File: src/rtl/core/bmh_pkg.sv
package bmh_pkg;

  localparam int CAPACITY_DEF = 16;
  localparam int ID_BITS_DEF  = 16;

  localparam int KEY_W    = 32;
  localparam int ID_W     = 16;
  localparam int OP_W     = 2;
  localparam int SLOT_W   = 4;
  localparam int COUNT_W  = 5;
  localparam int STATUS_W = 2;

  typedef enum logic [OP_W-1:0] {
    OP_INSERT  = 2'd0,
    OP_REPLACE = 2'd1,
    OP_READ    = 2'd2,
    OP_CLEAR   = 2'd3
  } op_t;

  typedef enum logic [STATUS_W-1:0] {
    ST_OK       = 2'd0,
    ST_FULL     = 2'd1,
    ST_BAD_SLOT = 2'd2
  } status_t;

  typedef enum logic [3:0] {
    S_IDLE,
    S_DISPATCH,
    S_UP_CHK,
    S_UP_CMP,
    S_REP_CMP,
    S_DN_CHK,
    S_DN_LEFT,
    S_DN_CMP,
    S_RD_CAP,
    S_FIN_RD,
    S_FIN_OUT
  } state_t;

  typedef enum logic [2:0] {
    RD_NONE,
    RD_PARENT,
    RD_ROOT,
    RD_LEFT,
    RD_RIGHT,
    RD_SLOT
  } rd_sel_t;

  typedef enum logic [1:0] {
    WR_NONE,
    WR_CAND,
    WR_PARENT,
    WR_CHILD
  } wr_sel_t;

  typedef struct packed {
    logic    capture;
    logic    ins_start;
    logic    clear;
    logic    set_pos_root;
    rd_sel_t rd_sel;
    wr_sel_t wr_sel;
    logic    latch_left;
    logic    latch_slot;
    logic    set_full;
    logic    set_bad;
    logic    set_acc;
    logic    load_out;
  } cmd_t;

  typedef struct packed {
    op_t  op;
    logic full;
    logic empty;
    logic pos_root;
    logic parent_gt;
    logic rep_ok;
    logic child_oob;
    logic right_oob;
    logic stop_down;
    logic slot_ok;
    logic out_free;
  } stat_t;

endpackage

File: src/rtl/core/bmh_if.sv
interface bmh_in_if;
  logic                          valid;
  logic                          ready;
  logic [bmh_pkg::OP_W-1:0]      operation;
  logic [bmh_pkg::KEY_W-1:0]     key;
  logic [bmh_pkg::ID_W-1:0]      item_id;
  logic [bmh_pkg::SLOT_W-1:0]    slot;

  modport source (output valid, output operation, output key, output item_id,
                  output slot, input ready);
  modport sink (input valid, input operation, input key, input item_id,
                input slot, output ready);
endinterface

interface bmh_out_if;
  logic                          valid;
  logic                          ready;
  logic [bmh_pkg::STATUS_W-1:0]  status;
  logic                          accepted;
  logic [bmh_pkg::COUNT_W-1:0]   count;
  logic [bmh_pkg::KEY_W-1:0]     top_key;
  logic [bmh_pkg::ID_W-1:0]      top_id;
  logic [bmh_pkg::KEY_W-1:0]     slot_key;
  logic [bmh_pkg::ID_W-1:0]      slot_id;

  modport source (output valid, output status, output accepted, output count,
                  output top_key, output top_id, output slot_key,
                  output slot_id, input ready);
  modport sink (input valid, input status, input accepted, input count,
                input top_key, input top_id, input slot_key, input slot_id,
                output ready);
endinterface

File: src/rtl/core/bmh_ctrl.sv
module bmh_ctrl (
  input  logic           clk,
  input  logic           rst_n,
  input  logic           in_valid,
  output logic           in_ready,
  input  bmh_pkg::stat_t stat,
  output bmh_pkg::cmd_t  cmd
);

  bmh_pkg::state_t state_r, state_nxt;

  always_ff @(posedge clk) begin
    if (!rst_n) begin
      state_r <= bmh_pkg::S_IDLE;
    end else begin
      state_r <= state_nxt;
    end
  end

  always_comb begin
    state_nxt        = state_r;
    cmd              = '0;
    cmd.rd_sel       = bmh_pkg::RD_NONE;
    cmd.wr_sel       = bmh_pkg::WR_NONE;
    in_ready         = 1'b0;
    unique case (state_r)
      bmh_pkg::S_IDLE: begin
        in_ready = 1'b1;
        if (in_valid) begin
          cmd.capture = 1'b1;
          state_nxt   = bmh_pkg::S_DISPATCH;
        end
      end
      bmh_pkg::S_DISPATCH: begin
        unique case (stat.op)
          bmh_pkg::OP_INSERT: begin
            if (stat.full) begin
              cmd.set_full = 1'b1;
              state_nxt    = bmh_pkg::S_FIN_RD;
            end else begin
              cmd.ins_start = 1'b1;
              cmd.set_acc   = 1'b1;
              state_nxt     = bmh_pkg::S_UP_CHK;
            end
          end
          bmh_pkg::OP_REPLACE: begin
            cmd.rd_sel = bmh_pkg::RD_ROOT;
            state_nxt  = bmh_pkg::S_REP_CMP;
          end
          bmh_pkg::OP_READ: begin
            if (stat.slot_ok) begin
              cmd.rd_sel = bmh_pkg::RD_SLOT;
              state_nxt  = bmh_pkg::S_RD_CAP;
            end else begin
              cmd.set_bad = 1'b1;
              state_nxt   = bmh_pkg::S_FIN_RD;
            end
          end
          bmh_pkg::OP_CLEAR: begin
            cmd.clear = 1'b1;
            state_nxt = bmh_pkg::S_FIN_RD;
          end
          default: state_nxt = bmh_pkg::S_FIN_RD;
        endcase
      end
      bmh_pkg::S_UP_CHK: begin
        if (stat.pos_root) begin
          cmd.wr_sel = bmh_pkg::WR_CAND;
          state_nxt  = bmh_pkg::S_FIN_RD;
        end else begin
          cmd.rd_sel = bmh_pkg::RD_PARENT;
          state_nxt  = bmh_pkg::S_UP_CMP;
        end
      end
      bmh_pkg::S_UP_CMP: begin
        if (stat.parent_gt) begin
          cmd.wr_sel = bmh_pkg::WR_CAND;
          state_nxt  = bmh_pkg::S_FIN_RD;
        end else begin
          cmd.wr_sel = bmh_pkg::WR_PARENT;
          state_nxt  = bmh_pkg::S_UP_CHK;
        end
      end
      bmh_pkg::S_REP_CMP: begin
        if (!stat.empty && stat.rep_ok) begin
          cmd.set_acc      = 1'b1;
          cmd.set_pos_root = 1'b1;
          state_nxt        = bmh_pkg::S_DN_CHK;
        end else begin
          state_nxt = bmh_pkg::S_FIN_RD;
        end
      end
      bmh_pkg::S_DN_CHK: begin
        if (stat.child_oob) begin
          cmd.wr_sel = bmh_pkg::WR_CAND;
          state_nxt  = bmh_pkg::S_FIN_RD;
        end else begin
          cmd.rd_sel = bmh_pkg::RD_LEFT;
          state_nxt  = bmh_pkg::S_DN_LEFT;
        end
      end
      bmh_pkg::S_DN_LEFT: begin
        cmd.latch_left = 1'b1;
        if (!stat.right_oob) begin
          cmd.rd_sel = bmh_pkg::RD_RIGHT;
        end
        state_nxt = bmh_pkg::S_DN_CMP;
      end
      bmh_pkg::S_DN_CMP: begin
        if (stat.stop_down) begin
          cmd.wr_sel = bmh_pkg::WR_CAND;
          state_nxt  = bmh_pkg::S_FIN_RD;
        end else begin
          cmd.wr_sel = bmh_pkg::WR_CHILD;
          state_nxt  = bmh_pkg::S_DN_CHK;
        end
      end
      bmh_pkg::S_RD_CAP: begin
        cmd.latch_slot = 1'b1;
        state_nxt      = bmh_pkg::S_FIN_RD;
      end
      bmh_pkg::S_FIN_RD: begin
        cmd.rd_sel = bmh_pkg::RD_ROOT;
        state_nxt  = bmh_pkg::S_FIN_OUT;
      end
      bmh_pkg::S_FIN_OUT: begin
        if (stat.out_free) begin
          cmd.load_out = 1'b1;
          state_nxt    = bmh_pkg::S_IDLE;
        end
      end
      default: state_nxt = bmh_pkg::S_IDLE;
    endcase
  end

endmodule

File: src/rtl/core/bmh_dpath.sv
module bmh_dpath #(
  parameter int CAPACITY = bmh_pkg::CAPACITY_DEF,
  parameter int ID_BITS  = bmh_pkg::ID_BITS_DEF
) (
  input  logic                          clk,
  input  logic                          rst_n,
  input  bmh_pkg::cmd_t                 cmd,
  output bmh_pkg::stat_t                stat,
  input  logic [bmh_pkg::OP_W-1:0]      in_operation,
  input  logic [bmh_pkg::KEY_W-1:0]     in_key,
  input  logic [bmh_pkg::ID_W-1:0]      in_item_id,
  input  logic [bmh_pkg::SLOT_W-1:0]    in_slot,
  output logic                          out_valid,
  input  logic                          out_ready,
  output logic [bmh_pkg::STATUS_W-1:0]  out_status,
  output logic                          out_accepted,
  output logic [bmh_pkg::COUNT_W-1:0]   out_count,
  output logic [bmh_pkg::KEY_W-1:0]     out_top_key,
  output logic [bmh_pkg::ID_W-1:0]      out_top_id,
  output logic [bmh_pkg::KEY_W-1:0]     out_slot_key,
  output logic [bmh_pkg::ID_W-1:0]      out_slot_id
);

  localparam int KW  = bmh_pkg::KEY_W;
  localparam int IDW = (ID_BITS < bmh_pkg::ID_W) ? ID_BITS : bmh_pkg::ID_W;
  localparam int EW  = KW + IDW;
  localparam int AW  = (CAPACITY > 1) ? $clog2(CAPACITY) : 1;
  localparam int CW  = $clog2(CAPACITY + 1);
  localparam int CIW = AW + 2;
  localparam int SCW = (CW > bmh_pkg::SLOT_W) ? CW : bmh_pkg::SLOT_W;

  // Heap storage: key in the upper bits, id in the lower bits.
  logic [EW-1:0] mem [CAPACITY];
  logic [EW-1:0] rd_data_r;

  bmh_pkg::op_t           op_r;
  logic [KW-1:0]          cand_key_r;
  logic [IDW-1:0]         cand_id_r;
  logic [bmh_pkg::SLOT_W-1:0] slot_r;
  logic [CW-1:0]          count_r, count_nxt;
  logic [AW-1:0]          pos_r, pos_nxt;
  logic [EW-1:0]          left_r;
  bmh_pkg::status_t       res_status_r;
  logic                   res_acc_r;
  logic [EW-1:0]          res_slot_r;
  logic                   out_valid_r, out_valid_nxt;

  logic [KW-1:0]  rd_key;
  logic [CIW-1:0] child_idx, right_idx, chosen_idx, count_ext;
  logic [AW-1:0]  parent_idx;
  logic           go_right;
  logic [EW-1:0]  chosen;
  logic [AW-1:0]  rd_addr;
  logic [EW-1:0]  wr_data;

  assign rd_key     = rd_data_r[EW-1:IDW];
  assign count_ext  = CIW'(count_r);
  assign child_idx  = (CIW'(pos_r) << 1) | CIW'(1);
  assign right_idx  = child_idx + CIW'(1);
  assign parent_idx = (pos_r - AW'(1)) >> 1;
  assign go_right   = (right_idx < count_ext) && (left_r[EW-1:IDW] < rd_key);
  assign chosen     = go_right ? rd_data_r : left_r;
  assign chosen_idx = go_right ? right_idx : child_idx;

  always_comb begin
    stat.op        = op_r;
    stat.full      = (count_r == CW'(CAPACITY));
    stat.empty     = (count_r == '0);
    stat.pos_root  = (pos_r == '0);
    stat.parent_gt = (rd_key > cand_key_r);
    stat.rep_ok    = (cand_key_r < rd_key);
    stat.child_oob = (child_idx >= count_ext);
    stat.right_oob = (right_idx >= count_ext);
    stat.stop_down = (cand_key_r >= chosen[EW-1:IDW]);
    stat.slot_ok   = (SCW'(slot_r) < SCW'(count_r));
    stat.out_free  = !out_valid_r || out_ready;
  end

  always_comb begin
    unique case (cmd.rd_sel)
      bmh_pkg::RD_PARENT: rd_addr = parent_idx;
      bmh_pkg::RD_LEFT:   rd_addr = AW'(child_idx);
      bmh_pkg::RD_RIGHT:  rd_addr = AW'(right_idx);
      bmh_pkg::RD_SLOT:   rd_addr = AW'(slot_r);
      default:            rd_addr = '0;
    endcase
  end

  always_comb begin
    unique case (cmd.wr_sel)
      bmh_pkg::WR_PARENT: wr_data = rd_data_r;
      bmh_pkg::WR_CHILD:  wr_data = chosen;
      default:            wr_data = {cand_key_r, cand_id_r};
    endcase
  end

  always_ff @(posedge clk) begin
    if (cmd.wr_sel != bmh_pkg::WR_NONE) begin
      mem[pos_r] <= wr_data;
    end
    if (cmd.rd_sel != bmh_pkg::RD_NONE) begin
      rd_data_r <= mem[rd_addr];
    end
  end

  always_comb begin
    count_nxt = count_r;
    if (cmd.clear) begin
      count_nxt = '0;
    end else if (cmd.ins_start) begin
      count_nxt = count_r + CW'(1);
    end
  end

  always_comb begin
    pos_nxt = pos_r;
    if (cmd.ins_start) begin
      pos_nxt = AW'(count_r);
    end else if (cmd.set_pos_root) begin
      pos_nxt = '0;
    end else if (cmd.wr_sel == bmh_pkg::WR_PARENT) begin
      pos_nxt = parent_idx;
    end else if (cmd.wr_sel == bmh_pkg::WR_CHILD) begin
      pos_nxt = AW'(chosen_idx);
    end
  end

  assign out_valid_nxt = cmd.load_out || (out_valid_r && !out_ready);

  always_ff @(posedge clk) begin
    if (!rst_n) begin
      count_r     <= '0;
      out_valid_r <= 1'b0;
    end else begin
      count_r     <= count_nxt;
      out_valid_r <= out_valid_nxt;
    end
  end

  always_ff @(posedge clk) begin
    pos_r <= pos_nxt;
    if (cmd.capture) begin
      op_r         <= bmh_pkg::op_t'(in_operation);
      cand_key_r   <= in_key;
      cand_id_r    <= in_item_id[IDW-1:0];
      slot_r       <= in_slot;
      res_status_r <= bmh_pkg::ST_OK;
      res_acc_r    <= 1'b0;
      res_slot_r   <= '0;
    end
    if (cmd.latch_left) begin
      left_r <= rd_data_r;
    end
    if (cmd.latch_slot) begin
      res_slot_r <= rd_data_r;
    end
    if (cmd.set_full) begin
      res_status_r <= bmh_pkg::ST_FULL;
    end
    if (cmd.set_bad) begin
      res_status_r <= bmh_pkg::ST_BAD_SLOT;
    end
    if (cmd.set_acc) begin
      res_acc_r <= 1'b1;
    end
    if (cmd.load_out) begin
      out_status   <= res_status_r;
      out_accepted <= res_acc_r;
      out_count    <= bmh_pkg::COUNT_W'(count_r);
      out_top_key  <= (count_r != '0) ? rd_key : '0;
      out_top_id   <= (count_r != '0) ? bmh_pkg::ID_W'(rd_data_r[IDW-1:0]) : '0;
      out_slot_key <= res_slot_r[EW-1:IDW];
      out_slot_id  <= bmh_pkg::ID_W'(res_slot_r[IDW-1:0]);
    end
  end

  assign out_valid = out_valid_r;

endmodule

File: src/rtl/core/bounded_max_heap_k_smallest_core.sv
// Channel | Direction | Handshake     | Payload
// in_ch   | sink      | valid / ready | operation, key, item_id, slot
// out_ch  | source    | valid / ready | status, accepted, count, top_key, top_id,
//         |           |               | slot_key, slot_id
//
// One transaction at a time, one result each. An entry moves at most floor(log2(CAPACITY))
// levels: an insert sifts it up from the next free slot until a parent stops it or it
// reaches the root, an accepted replace sifts it down from the root until a child stops it
// or it reaches a leaf. Rejected replace, read, bad read, clear and full insert move none.
// rst_n is synchronous and active low; it empties the heap and drops any result.
// A stalled result waits in the output register while the next transaction is taken.

module bounded_max_heap_k_smallest_core #(
  parameter int CAPACITY = bmh_pkg::CAPACITY_DEF,
  parameter int ID_BITS  = bmh_pkg::ID_BITS_DEF
) (
  input logic      clk,
  input logic      rst_n,
  bmh_in_if.sink   in_ch,
  bmh_out_if.source out_ch
);

  // The controller sequences sift-up and sift-down walks; the datapath owns
  // the heap memory, the entry count and the result register.
  bmh_pkg::cmd_t  cmd;
  bmh_pkg::stat_t stat;

  bmh_ctrl u_ctrl (
    .clk      (clk),
    .rst_n    (rst_n),
    .in_valid (in_ch.valid),
    .in_ready (in_ch.ready),
    .stat     (stat),
    .cmd      (cmd)
  );

  bmh_dpath #(
    .CAPACITY (CAPACITY),
    .ID_BITS  (ID_BITS)
  ) u_dpath (
    .clk          (clk),
    .rst_n        (rst_n),
    .cmd          (cmd),
    .stat         (stat),
    .in_operation (in_ch.operation),
    .in_key       (in_ch.key),
    .in_item_id   (in_ch.item_id),
    .in_slot      (in_ch.slot),
    .out_valid    (out_ch.valid),
    .out_ready    (out_ch.ready),
    .out_status   (out_ch.status),
    .out_accepted (out_ch.accepted),
    .out_count    (out_ch.count),
    .out_top_key  (out_ch.top_key),
    .out_top_id   (out_ch.top_id),
    .out_slot_key (out_ch.slot_key),
    .out_slot_id  (out_ch.slot_id)
  );

endmodule

File: src/flat_wrapper.sv
// flat-port wrapper written by rule: the top's interface ports become plain ports
module bounded_max_heap_k_smallest_core_flat 
#(
  parameter int CAPACITY = bmh_pkg::CAPACITY_DEF,
  parameter int ID_BITS  = bmh_pkg::ID_BITS_DEF
)
  (clk, rst_n, in_ch_valid, in_ch_operation, in_ch_key, in_ch_item_id, in_ch_slot, in_ch_ready, out_ch_valid, out_ch_status, out_ch_accepted, out_ch_count, out_ch_top_key, out_ch_top_id, out_ch_slot_key, out_ch_slot_id, out_ch_ready);
  bmh_in_if in_ch_i ();
  bmh_out_if out_ch_i ();
  input logic clk;
  input logic rst_n;
  input wire logic [$bits(in_ch_i.valid)-1:0] in_ch_valid;
  input wire logic [$bits(in_ch_i.operation)-1:0] in_ch_operation;
  input wire logic [$bits(in_ch_i.key)-1:0] in_ch_key;
  input wire logic [$bits(in_ch_i.item_id)-1:0] in_ch_item_id;
  input wire logic [$bits(in_ch_i.slot)-1:0] in_ch_slot;
  output wire logic [$bits(in_ch_i.ready)-1:0] in_ch_ready;
  output wire logic [$bits(out_ch_i.valid)-1:0] out_ch_valid;
  output wire logic [$bits(out_ch_i.status)-1:0] out_ch_status;
  output wire logic [$bits(out_ch_i.accepted)-1:0] out_ch_accepted;
  output wire logic [$bits(out_ch_i.count)-1:0] out_ch_count;
  output wire logic [$bits(out_ch_i.top_key)-1:0] out_ch_top_key;
  output wire logic [$bits(out_ch_i.top_id)-1:0] out_ch_top_id;
  output wire logic [$bits(out_ch_i.slot_key)-1:0] out_ch_slot_key;
  output wire logic [$bits(out_ch_i.slot_id)-1:0] out_ch_slot_id;
  input wire logic [$bits(out_ch_i.ready)-1:0] out_ch_ready;
  assign in_ch_i.valid = in_ch_valid;
  assign in_ch_i.operation = in_ch_operation;
  assign in_ch_i.key = in_ch_key;
  assign in_ch_i.item_id = in_ch_item_id;
  assign in_ch_i.slot = in_ch_slot;
  assign in_ch_ready = in_ch_i.ready;
  assign out_ch_valid = out_ch_i.valid;
  assign out_ch_status = out_ch_i.status;
  assign out_ch_accepted = out_ch_i.accepted;
  assign out_ch_count = out_ch_i.count;
  assign out_ch_top_key = out_ch_i.top_key;
  assign out_ch_top_id = out_ch_i.top_id;
  assign out_ch_slot_key = out_ch_i.slot_key;
  assign out_ch_slot_id = out_ch_i.slot_id;
  assign out_ch_i.ready = out_ch_ready;
  bounded_max_heap_k_smallest_core #(.CAPACITY(CAPACITY), .ID_BITS(ID_BITS)) u_core (.clk(clk), .rst_n(rst_n), .in_ch(in_ch_i), .out_ch(out_ch_i));
endmodule
File: config.mk
export PLATFORM = sky130hd
export DESIGN_NAME = bounded_max_heap_k_smallest_core_flat
export DESIGN_NICKNAME = d
export VERILOG_FILES = /design/src/rtl/core/bmh_pkg.sv /design/src/rtl/core/bmh_if.sv /design/src/rtl/core/bmh_ctrl.sv /design/src/rtl/core/bmh_dpath.sv /design/src/rtl/core/bounded_max_heap_k_smallest_core.sv /design/src/flat_wrapper.sv
export SDC_FILE = /design/constraint.sdc
export NUM_CORES = 1
export LEC_CHECK = 0
export BUFFER_PORTS_ARGS = -buffer_cell sky130_fd_sc_hd__clkbuf_2
export CAP_MARGIN = 20
export CORE_UTILIZATION = 55
export CTS_BUF_LIST = sky130_fd_sc_hd__clkbuf_8
export DETAILED_ROUTE_END_ITERATION = 12
export PLACE_DENSITY = 0.75
export SYNTH_ARGS = -nofsm -noshare
export SYNTH_HDL_FRONTEND = slang
export SYNTH_HIERARCHICAL = 1
export SYNTH_SLANG_ARGS = --single-unit
export TNS_END_PERCENT = 50
File: constraint.sdc
create_clock -name clk -period 7.7 [get_ports clk]
set_clock_uncertainty 0.1 [all_clocks]
set_input_delay 0.385 -clock clk [delete_from_list [all_inputs] [get_ports clk]]
set_output_delay 0.385 -clock clk [all_outputs]
set_load 0.05 [all_outputs]
==> results of run 1 <==
[placed cells by master, fill, tap and decap left out, types with 17 or more instances in the layout]
cell type	n
nor2b_1	35
clkinv_1	49
ha_1	118
nand2_1	34
edfxtp_1	1074
buf_4	100
clkinv_2	19
clkbuf_2	163
dlygate4sd3_1	57
a21oi_1	90
clkbuf_8	173
o21ai_0	35
inv_1	97
mux2i_1	803
nand4_1	17
nor2_1	99
and2_1	49
[power by group]
part | switching (W) | internal, W
sequential | 0.000202 | 0.00704
combinational | 0.00125 | 0.000705
clock | 0.00224 | 0.00228
total | 0.00369 | 0.0100
[sequential cells by signal, indices dropped and copies added, names as in the netlist, 32 cells and up]
register and count:
u_core/u_dpath/mem 768, u_core/u_dpath/left_r 48, u_core/u_dpath/rd_data_r 48, u_core/u_dpath/res_slot_r 48, u_core/u_dpath/cand_key_r 32, u_core/u_dpath/out_slot_key 32, u_core/u_dpath/out_top_key 32
[per-layer routing]
layer  GRT usage  vias to the layer above
li1            -                    11238
met2       0.406                      905
met4      0.0902                        0
met3      0.0407                      207
met5           0                        -
met1       0.325                    12590
[layout make-up]
type | count | area (µm²)
clock buffers | 173 | 2380
diodes | 1 | 2.50
repair buffers | 338 | 2460
well taps | 1070 | 1340
flip-flops and latches | 1087 | 32500
inverters | 52 | 195
clock inverters | 135 | 779
fillers | 5642 | 29900
multi-input cells | 1430 | 12600
[stage by stage]
step           area, µm²  hold WS, ns  TNS (ns)  total power [W]   util
5_1_grt            52200        0.127         0           0.0142  0.636
3_3_place_gp       48200        0.302         0          0.00916  0.587
2_1_floorplan      45600        0.300   -153.16          0.00854      -
6_report           52200        0.161         0           0.0137  0.636
3_5_place_dp       48200        0.305         0          0.00923  0.587
4_1_cts            51900       0.0995         0           0.0138  0.633
[final timing paths]
check,slack (ns),to,cells past startpoint,startpoint
setup / recovery,0.49,u_core/u_dpath/mem[4][25],23,u_core/u_dpath/pos_r[1]
hold / removal,0.16,u_core/u_dpath/cand_key_r[30],2,in_ch_key[30]
setup reg to reg,0.49,u_core/u_dpath/mem[4][25],23,u_core/u_dpath/pos_r[1]
hold reg to reg,0.30,u_core/u_dpath/out_slot_key[0],0,u_core/u_dpath/res_slot_r[16]
[cells in the mapped netlist (3+ instances only)]
master / count / area share
and4_1: 3 / 0.00058
o31ai_1: 3 / 0.00049
o21a_1: 5 / 0.00082
edfxtp_1: 1074 / 0.71
xnor2_1: 7 / 0.0013
and3_1: 6 / 0.00082
nand3_1: 9 / 0.00099
mux2i_1: 803 / 0.18
o22ai_1: 4 / 0.00055
a21oi_1: 90 / 0.0099
o21ai_1: 5 / 0.00055
ha_1: 118 / 0.032
a21o_1: 14 / 0.0023
nor3_1: 10 / 0.0011
or3_1: 4 / 0.00055
dfxtp_1: 13 / 0.0057
nand2b_1: 12 / 0.0016
buf_6: 3 / 0.00074
and2_1: 50 / 0.0069
a211oi_1: 4 / 0.00066
nor2_1: 113 / 0.0093
nor2b_1: 35 / 0.0048
nand4_1: 17 / 0.0023
nor3b_1: 4 / 0.00066
nand2_1: 34 / 0.0028
buf_2: 74 / 0.0081
clkbuf_1: 31 / 0.0025
inv_1: 51 / 0.0042
buf_1: 11 / 0.00090
a21boi_0: 4 / 0.00066
o21ai_0: 35 / 0.0038
a31oi_1: 5 / 0.00069
[logic make-up after synthesis]
family | synth area share
multiplexers | 0.176
AND/OR/NAND/NOR | 0.0349
buffers and inverters | 0.0169
AO/OA/AOI/OAI | 0.0253
flip-flops | 0.712
adder cells (fa/ha/maj) | 0.0324
XOR/XNOR | 0.00173
[timing repair]
| action | in CTS | in global routing |
|---|---|---|
| hold buffers | 57 | 0 |
| buffers inserted | 0 | 0 |
| hold endpoints to repair | 64 | 0 |
==> metrics.txt, run 1 <==
# setup viols final=0; total gr overflow=0; PortBufs=163; post-DP HPWL=62300 µm; Cell Chain, Critical Path=ha_1 > xor2_1 > ha_1 > a21oi_1 > nor2b_1 > nor3_1 > nand2_1 > o22ai_4 > buf_4 > mux2i_1 > ha_1 > a21o_1 > a21o_1 > a21oi_1 > o21ai_0 > a31oi_1 > a21boi_0 > o21ai_0 > mux2i_1 > and3_4 > buf_4 > nor2_1 > a21oi_1; delay-heaviest family, CP=compound AO/OA/AOI/OAI gates; worst setup margin=0.488 ns; prevailing post-synth register cell=edfxtp_1; latest clock arrival within the worst-skew pair=0.84 ns; P_leak=17.4 nW; EDFF count, synth=1074; final period utilization=0.937; routed len/inst=24.1 µm; Max Clk Rate=0.139 GHz; Worst path slowest cell=a21oi_1; crit start category=register; Placed Cells=3881; Total GRT Usage=0.244; Die Wd=290 µm; Initial Util=0.556; crit path time final=7.21 ns; WL met3=6170 µm; DIE AREA=0.0841 mm²; NumNets Final=3255; CP Class=reg2reg; CTS tree=built; pwr dens=263 mW/mm²; Non-Filler Instances=4286; worst hold path type=in2reg; Sink Count=1087; Vias per Instance=5.82; first-pass GRT wire length=153000 µm; Worst-Margin Slew=1.24 ns; Iter 0 DRT Violations=1954; initial antenna violation count=3; Worst-path clk slew=0.06 ns; CP Data Required Time=8.05 ns; DP Worst Slack=0.510 ns; DR WL met2=50700 µm; FFs w/ async S/R, synth=0; final hold vios=0; syn nets=2866; Pins Over Slew Limit=0; Max-cap violations=0; First-pass DRT Iterations=5; unrepaired setup endpoints after global routing=false; worst path buffer plus inverter count=2; Peak VDD IR=0.202 mV; DRC Markers=0; register area share after synthesis=0.712; Post-Syn Instances=2690; Metal-1 WL=43400 µm; Num CTS Buffers=170; Crit. End Element=register; Yosys cell types=63; Max-slew headroom=0.176; Synth Cell Area=0.0456 mm²; DR vias=24940; Warnings, synthesis=6; DR top layer=met4; ANT nets after route=0; # rows=105; area added between synthesis and finish=14.5%; share of layout cells above drive strength 1=0.165; Max Root-Sink Buffers=3; synthesized area per cell=17.0 µm²; status=finished, final reports clean; height of the die=290 µm; Root Buffer=clkbuf_8; CP peak stage delay=0.94 ns; number of I/O pins=164; routability cong.=0.940; Critical Path AT=7.56 ns; Core ar.=0.0821 mm²; post-cts resize count=0; htree depth=4; number of global-route vias before repair=25461; number of synthesized register bits=1087; crit-path max FO=24; routed wire length=103000 µm; largest net degree at the start of global routing=68
Note: power is estimated with default switching activity, not from simulation.
==> run 2: changes to the inputs <==
--- a/config.mk
+++ b/config.mk
@@ -8,7 +8,7 @@
 export BUFFER_PORTS_ARGS = -buffer_cell sky130_fd_sc_hd__clkbuf_2
 export CAP_MARGIN = 20
 export CORE_UTILIZATION = 55
-export CTS_BUF_LIST = sky130_fd_sc_hd__clkbuf_8
+export CTS_BUF_LIST = sky130_fd_sc_hd__clkbuf_4 sky130_fd_sc_hd__clkbuf_8
 export DETAILED_ROUTE_END_ITERATION = 12
 export PLACE_DENSITY = 0.75
 export SYNTH_ARGS = -nofsm -noshare
==> metrics.txt, run 2 (synthesis results as in run 1) <==
DR WL met2=50800 µm (was 50700 µm); routed len/inst=24.1 µm (about the same); Min-Delay Endpoint=u_core/u_dpath/cand_key_r[30] (unchanged); CTS tree=built (unchanged); # setup viols final=0 (unchanged); Critical Path AT=7.54 ns (was 7.56 ns); Reg2Reg Setup Slack=0.51 ns (was 0.49 ns); post-cts resize count=0 (unchanged); PortBufs=163 (unchanged); Num CTS Buffers=170 (unchanged); FF-to-FF End=u_core/u_dpath/mem[3][25] (was u_core/u_dpath/mem[4][25]); # rows=105 (unchanged); Iter 0 DRT Violations=1999 (was 1954); routability cong.=0.940 (unchanged); number of global-route vias before repair=25438 (was 25461); crit path time final=7.19 ns (was 7.21 ns); CP peak stage delay=0.93 ns (was 0.94 ns); Biggest register=u_core/u_dpath/mem (unchanged); Peak VDD IR=0.203 mV (was 0.202 mV); Max Clk Rate=0.139 GHz (about the same); CP Data Required Time=8.04 ns (was 8.05 ns); latest clock arrival within the worst-skew pair=0.85 ns (was 0.84 ns); Metal-1 WL=43100 µm (was 43400 µm); share of layout cells above drive strength 1=0.180 (was 0.165); cells on worst reg2reg path=23 (unchanged); most frequent cells in the layout=1074 x edfxtp_1, 803 x mux2i_1, 173 x clkbuf_8 (unchanged); utilization after layout=0.638 (was 0.636); number of I/O pins=164 (unchanged); ANT nets after route=0 (unchanged); Worst-Margin Slew=1.21 ns (was 1.24 ns); crit start category=register (unchanged); height of the die=290 µm (unchanged); crit-path max FO=24 (unchanged); Max-cap violations=0 (unchanged); CP Class=reg2reg (unchanged); DR top layer=met4 (unchanged); delay-heaviest family, CP=compound AO/OA/AOI/OAI gates (unchanged); post-DP HPWL=62300 µm (unchanged); Worst R2R Start=u_core/u_dpath/pos_r[1] (unchanged); Cell Chain, Critical Path=ha_1 > xor2_1 > ha_1 > a21oi_1 > nor2b_1 > nor3_1 > nand2_1 > o22ai_4 > buf_4 > mux2i_1 > ha_1 > o21ai_0 > nand2b_1 > a21oi_1 > nor2_1 > a221o_1 > a41oi_1 > o21ai_0 > mux2i_1 > and3_4 > buf_4 > nor2_1 > a21oi_1 (was ha_1 > xor2_1 > ha_1 > a21oi_1 > nor2b_1 > nor3_1 > nand2_1 > o22ai_4 > buf_4 > mux2i_1 > ha_1 > a21o_1 > a21o_1 > a21oi_1 > o21ai_0 > a31oi_1 > a21boi_0 > o21ai_0 > mux2i_1 > and3_4 > buf_4 > nor2_1 > a21oi_1); final period utilization=0.934 (was 0.937); Core ar.=0.0821 mm² (unchanged); most common cell after layout, fill and taps aside=edfxtp_1 (unchanged); Vias per Instance=5.82 (about the same); worst hold path type=in2reg (unchanged); post-CTS setup buffer count=0 (unchanged); worst path buffer plus inverter count=2 (unchanged); final setup TNS=0 ns (unchanged); area added between synthesis and finish=14.8% (was 14.5%); DIE AREA=0.0841 mm² (unchanged); First-pass DRT Iterations=5 (unchanged); pwr dens=266 mW/mm² (was 263 mW/mm²); first-pass GRT wire length=153000 µm (about the same); hold_sp=in_ch_key[30] (unchanged); Tot Pwr=0.0139 W (was 0.0137 W); DR vias=24962 (was 24940); worst hold path depth=2 (unchanged); DRC Markers=0 (unchanged); Pins Over Slew Limit=0 (unchanged); Worst path slowest cell=a21oi_1 (unchanged); initial antenna violation count=3 (unchanged); Max-slew headroom=0.191 (was 0.176); Sink Count=1087 (unchanged); Root Buffer=clkbuf_8 (unchanged); Worst-path clk slew=0.06 ns (about the same); final hold vios=0 (unchanged); Total GRT Usage=0.244 (about the same); Crit. End Element=register (unchanged); max reg flops=768 (unchanged); status=finished, final reports clean (unchanged); total gr overflow=0 (unchanged); P_leak=17.4 nW (about the same); unrepaired setup endpoints after global routing=false (unchanged); Die Wd=290 µm (unchanged); routed wire length=103000 µm (about the same); Initial Util=0.556 (unchanged); NumNets Final=3255 (unchanged); htree depth=4 (unchanged); WL met3=6590 µm (was 6170 µm); largest net degree at the start of global routing=68 (unchanged); Max Root-Sink Buffers=3 (unchanged)
[run 2: cell types whose count changed in the layout (fill, tap and decap cells not counted), sizes merged]
cell and delta:
clkbuf +47, inv -47
[run 2: where the power goes]
group          total [W]  internal, W  switching (W)  leakage (nW)
combinational    0.00195     0.000705        0.00125          5.76
clock            0.00475      0.00251        0.00223          1.75
sequential       0.00724      0.00704       0.000202          9.86
[run 2: routing by layer]
layer	up-vias	global-route usage
li1	11230	-
met1	12589	0.326
met2	941	0.406
met3	202	0.0409
met4	0	0.0894
met5	-	0
[run 2: metrics by stage]
| step | hold WS (ns) | worst slack [ns] | cells | area (µm²) |
|---|---|---|---|---|
| after global routing | 0.127 | 0.186 | 4286 | 52400 |
| after detailed placement | 0.305 | 0.510 | 3881 | 48200 |
| after global placement | 0.302 | 0.334 | 3877 | 48200 |
| final | 0.157 | 0.505 | 4286 | 52400 |
| after floorplan | 0.300 | -0.868 | 2690 | 45600 |
| after CTS | 0.101 | 0.447 | 4246 | 52100 |
[run 2: worst max-delay path by stage]
| stage | startpoint | endpoint | slack, ns | cells past startpoint |
|---|---|---|---|---|
| after floorplan | u_core/u_dpath/pos_r[2] | u_core/u_dpath/mem[0][0] | -0.87 | 26 |
| after CTS | u_core/u_dpath/pos_r[1] | u_core/u_dpath/mem[1][26] | 0.45 | 23 |
| after global routing | u_core/u_dpath/pos_r[1] | u_core/u_dpath/mem[14][25] | 0.19 | 23 |
| after global placement | u_core/u_dpath/pos_r[1] | u_core/u_dpath/mem[5][17] | 0.33 | 23 |
| final | u_core/u_dpath/pos_r[1] | u_core/u_dpath/mem[3][25] | 0.51 | 23 |
| after detailed placement | u_core/u_dpath/pos_r[1] | u_core/u_dpath/mem[7][26] | 0.51 | 23 |
[run 2: final cells by class]
type / instances / area, µm²
flip-flops and latches: 1087 / 32500
fillers: 5613 / 29700
multi-input cells: 1430 / 12600
clock buffers: 220 / 2730
repair buffers: 338 / 2460
well taps: 1070 / 1340
clock inverters: 88 / 603
inverters: 52 / 195
diodes: 1 / 2.50
[run 2: timing repair]
action                                 4_1_cts  5_1_grt
setup endpoints to repair                    0        0
endpoints found under the hold margin       64        0
hold buffers                                57        0
